`src/rtl/kce_ram.sv`:
```
// Generic single-port-write, single-port-read RAM with registered read data.
// No dependencies.
module kce_ram #(
    parameter int WIDTH = 8,
    parameter int DEPTH = 16
) (
    input  logic                     clk,
    input  logic                     we,
    input  logic [$clog2(DEPTH)-1:0] waddr,
    input  logic [WIDTH-1:0]         wdata,
    input  logic [$clog2(DEPTH)-1:0] raddr,
    output logic [WIDTH-1:0]         rdata
);

    logic [WIDTH-1:0] mem [DEPTH];

    always_ff @(posedge clk)
    begin
        if (we)
        begin
            mem[waddr] <= wdata;
        end
        rdata <= mem[raddr];
    end

endmodule

```
`config.mk`:
```
export PLATFORM = sky130hd
export DESIGN_NAME = kce_ram
export DESIGN_NICKNAME = d
export VERILOG_FILES = /design/src/rtl/kce_ram.sv
export SDC_FILE = /design/constraint.sdc
export NUM_CORES = 1
export LEC_CHECK = 0
export CORE_MARGIN = 8
export CORE_UTILIZATION = 50
export DETAILED_ROUTE_END_ITERATION = 12
export DONT_BUFFER_PORTS = 1
export PLACE_DENSITY = 0.68
export SYNTH_ARGS = -nofsm -noshare
export SYNTH_HDL_FRONTEND = slang
export SYNTH_SLANG_ARGS = --single-unit
```
`constraint.sdc`:
```
create_clock -name clk -period 1.6 [get_ports clk]
set_input_delay 0 -clock clk [delete_from_list [all_inputs] [get_ports clk]]
set_output_delay 0 -clock clk [all_outputs]
set_load 0.03 [all_outputs]
```
Yosys cells after proc, flatten, opt, wreduce, memory -nomap -nowiden
Memories as Yosys holds them, arrays and structs flattened. A register that Yosys moved wholly into a read port is not among the register bits.
Index checks and enable logic that the tools add are counted.
W data, S select, Z words.

cells by class
  add/sub/neg operators = 0
  multipliers = 0
  div/mod/pow operators = 0
  $lt $le $gt $ge = 0
  equality and inequality tests = 0
  shift operators = 0
  muxes and demuxes = 2
  bitwise gates (word level) = 0
  reductions and logical operators = 0

operators by type and width
  operator  number
  $mux W1   2

word-level totals
  bits in registers = 0
  bits in latches = 0
  bits in writable memories = 128
  ROM bits = 0
  logic and storage cells = 3
  memories kept = 1

memory list
  name  depth  width  rd ports  clocked after memory_dff  write ports  line  RTL
  mem   16     8      1         1                         1            15    logic [WIDTH-1:0] mem [DEPTH];

Depth between registers and ports, before layout
  word-level depth = 2
  depth in mapped cells = 5
  depth with buffers taken out = 3

Worst setup path after synthesis
No wires, ideal clock.

  path type = input -> register
  start point = input waddr[2]
  end point = memory mem[0][0], enable pin
  setup time = 0.383 ns
  arrival time = 1.110 ns
  path slack = 0.107 ns
  stages on the path = 2
  cells stage by stage = or3b_2 -> nor3_1

RTL lines
  element             line  RTL
  start: declaration  9     input logic [$clog2(DEPTH)-1:0] waddr,
  end: declaration    15

Straight into the memory's write port.

==> PnR_summary.wiki <==
{| class="wikitable"
! Metric !! Value
|-
| Largest family of logic cells by synthesized area || multiplexers
|-
| Compound-Gate Fraction of Synth Area || 2.33%
|-
| Hold path cells || 3
|-
| Vias in the first global route || 2384
|-
| Starting utilization of the core area || 50.8%
|-
| Total number of placement rows || 37
|-
| Detailed-router iteration count before antenna repair || 4
|-
| Clock buffer count from CTS || 17
|-
| Number of warnings issued by yosys || 0
|-
| Die Footprint || 0.0138 mm²
|-
| Normalized max-slew margin || 61.1%
|-
| Largest net degree at the start of global routing || 33
|-
| Violation count after the first detailed-routing iteration || 176
|-
| Number of antenna repair diodes || 0
|-
| Worst-path fanout max || 1
|-
| Worst hold slack || -0.148 ns
|-
| Average vias per placed instance || 5.65
|-
| Placed Instances || 374
|-
| Post-DRT Antenna Nets || 0
|-
| Port buffer count || 0
|-
| Netlist Area Pre-Place || 0.00515 mm²
|-
| Die width || 117 µm
|-
| Critical path endpoint category || register
|-
| Data required time at the worst endpoint || 1.98 ns
|-
| Final period util || 86.4%
|-
| Top-level port count || 26
|-
| Final total negative setup slack || 0 ns
|-
| DPL Wire Length || 5930 µm
|-
| Clock skew after layout || 0.00571 ns
|-
| FF+latch count, synth || 136
|-
| Synthesized Nets || 247
|-
| Worst setup path class || register to register
|-
| Setup repair after global routing missed its margin || false
|-
| RR Endpoint || rdata[3]
|-
| Avg WL per Cell || 23.6 µm
|-
| Violations in the final reports || hold timing
|-
| DRC errors left || 0
|-
| Clock tree from TritonCTS || built
|-
| Filler instances || 708
|-
| IR Drop Worst-Case VDD || 0.678 mV
|-
| Clock tree buffer depth || 2
|-
| Total of max-cap violations || 0
|-
| Number of gates given a new drive strength after cts || 0
|-
| Leading cell type in the layout, fill and taps excluded || sky130_fd_sc_hd__edfxtp_1
|-
| Area Overhead vs Synth || 19.0%
|-
| Mux contribution to synthesized area || 15.0%
|-
| Vertical extent of the die || 117 µm
|-
| Cell Area, Placed || 0.00537 mm²
|-
| Setup WS pre-CTS || 0.227 ns
|-
| Clock tree root buffer cell || sky130_fd_sc_hd__clkbuf_8
|-
| Cell type with the highest aggregate area in the netlist || sky130_fd_sc_hd__edfxtp_1
|-
| Hold EP || rdata[0]
|-
| Maximum clock frequency || 723 MHz
|-
| Final slew viol count || 0
|-
| Leading cell types in the layout, fill and taps excluded || sky130_fd_sc_hd__edfxtp_1 (128), sky130_fd_sc_hd__buf_4 (19), sky130_fd_sc_hd__mux4_2 (18)
|-
| Type of element launching the critical path || register
|-
| Cell variety after synth || 19
|-
| Leading post-synthesis cells by cell area || sky130_fd_sc_hd__edfxtp_1 (75%), sky130_fd_sc_hd__mux4_2 (7.9%), sky130_fd_sc_hd__mux4_1 (7.1%)
|-
| Flop-to-flop setup slack || 0.22 ns
|-
| Status || complete, but fails checks
|-
| Final instance count without filler cells || 420
|-
| Clock network latency to the later pin of the worst-skew pair || 0.50 ns
|-
| Routed wire length || 9890 µm
|-
| Area fraction in and, or, nand and nor cells after synthesis || 3.18%
|-
| Launch instance of the worst register-to-register path || mem[5][3]
|-
| Post-CTS Hold Buffers || 14
|-
| Leak Pwr || 0.00205 µW
|-
| Initial antenna violation count || 0
|-
| GPL Wtd Cong || 0.709
|-
| Final Net Count || 289
|-
| Min Clock Period, post-route || 1.38 ns
|-
| Critical hold path startpoint || raddr[0]
|-
| Postcts setup bufs || 0
|-
| Worst Tran Pin Value || 0.582 ns
|-
| Global-route wire length before repair || 14800 µm
|-
| Logic depth of the worst register-to-register path || 3
|-
| Number of vias after detailed routing || 2371
|-
| Post-Route Utilization || 60.4%
|-
| Post-synthesis share of cell area spent on full adders, half adders and majority gates || 0%
|-
| Global-route total usage across every layer || 14.9%
|-
| Per-instance average area after synthesis || 22.5 µm²
|-
| Total congestion overflow after global routing || 0
|-
| Portion of the post-synthesis area used by sequential elements || 77.8%
|-
| Critical path launch point || mem[5][3]
|-
| Number of hold-slack violations in the final timing report || 8
|-
| Share of cells above drive strength 1 || 23.9%
|-
| Clock-pin transition on the worst setup and hold timing paths || 0.06 ns
|-
| Worst setup margin || 0.217 ns
|-
| Setup violators final || 0
|-
| Xor-xnor portion of the synthesized cell area || 0%
|-
| Area of the core || 0.0101 mm²
|-
| Worst EP arrival || 1.77 ns
|-
| Post-Syn Instances || 229
|-
| Final instance area || 0.00612 mm²
|-
| Maximum level of the CTS H-tree || 4
|-
| Total power density per cell area || 1340 mW/mm²
|-
| Tightest Hold Check Type || input port to register
|-
| Share of Yosys cell area claimed by the top area cell type || 74.7%
|-
| Clock tree sinks || 136
|}
-- kinds of logic (layout without fill, tap and decap cells) --
family                 count (synthesis)  after routing
AOI/OAI and AO/OA                     16             16
DFF                                  136            136
muxes                                 32             32
and+or+nand+nor                       35             35
buffers and inverters                 10             65
-- worst max-delay path by stage --
stage / to / slack [ns] / cells after the start
finish: rdata[3] / 0.22 / 3
global route: rdata[3] / 0.15 / 3
CTS: rdata[3] / 0.22 / 3
detailed placement: rdata[3] / 0.23 / 3
global placement: rdata[3] / 0.23 / 3
floorplan: mem[0][0] / 0.11 / 2
-- stage by stage --
step	hold slack, ns	total power [µW]
finish	-0.148	8240
detailed placement	0.0999	4360
CTS	-0.188	8310
global placement	0.100	4350
global route	-0.180	8480
floorplan	0.0989	4320
-- cell usage after synthesis, drive strengths merged --
cell type,number
and2,1
nor3,4
nor2b,1
mux4,32
nand2,9
clkdlybuf4s25,3
or3b,1
buf,7
and2b,1
dfxtp,8
nand3,1
a22oi,16
nor2,13
nand2b,2
edfxtp,128
nand3b,2
-- registers in the layout, summed over array words and instances (netlist names) --
| register | flops |
|---|---|
| rdata | 8 |
| mem | 128 |
-- area by class of cell --
cell class,count,area [µm²],area share (%)
well taps,136,170,2.78
multi-input cells,83,1060,17.3
flip-flops and latches,136,4000,65.4
repair buffers,33,293,4.78
clock inverters,8,120,1.96
clock buffers,24,480,7.84
-- power by group --
part           total (µW)  leakage, µW  switching, µW  internal, µW
clock                3870     0.000291           1340          2530
combinational         308     0.000534            160           148
sequential           4060      0.00122           73.0          3990
total                8240      0.00205           1570          6670
-- routing by layer --
layer	vias up	routed length, µm	global-route usage (%)	part of all wire (%)
li1	1062	-	-	-
met3	6	530	4.84	5.4
met4	0	106	7.13	1.1
met2	78	4760	22.4	48
met5	-	0	0	0
met1	1225	4490	19.3	45
-- critical path: stages (launching register included) --
cell,delay (ns)
sky130_fd_sc_hd__edfxtp_1,0.35
sky130_fd_sc_hd__mux4_1,0.54
sky130_fd_sc_hd__a22oi_1,0.28
sky130_fd_sc_hd__nand2_1,0.08
No activity file was read; power rests on OpenSTA's default activity.
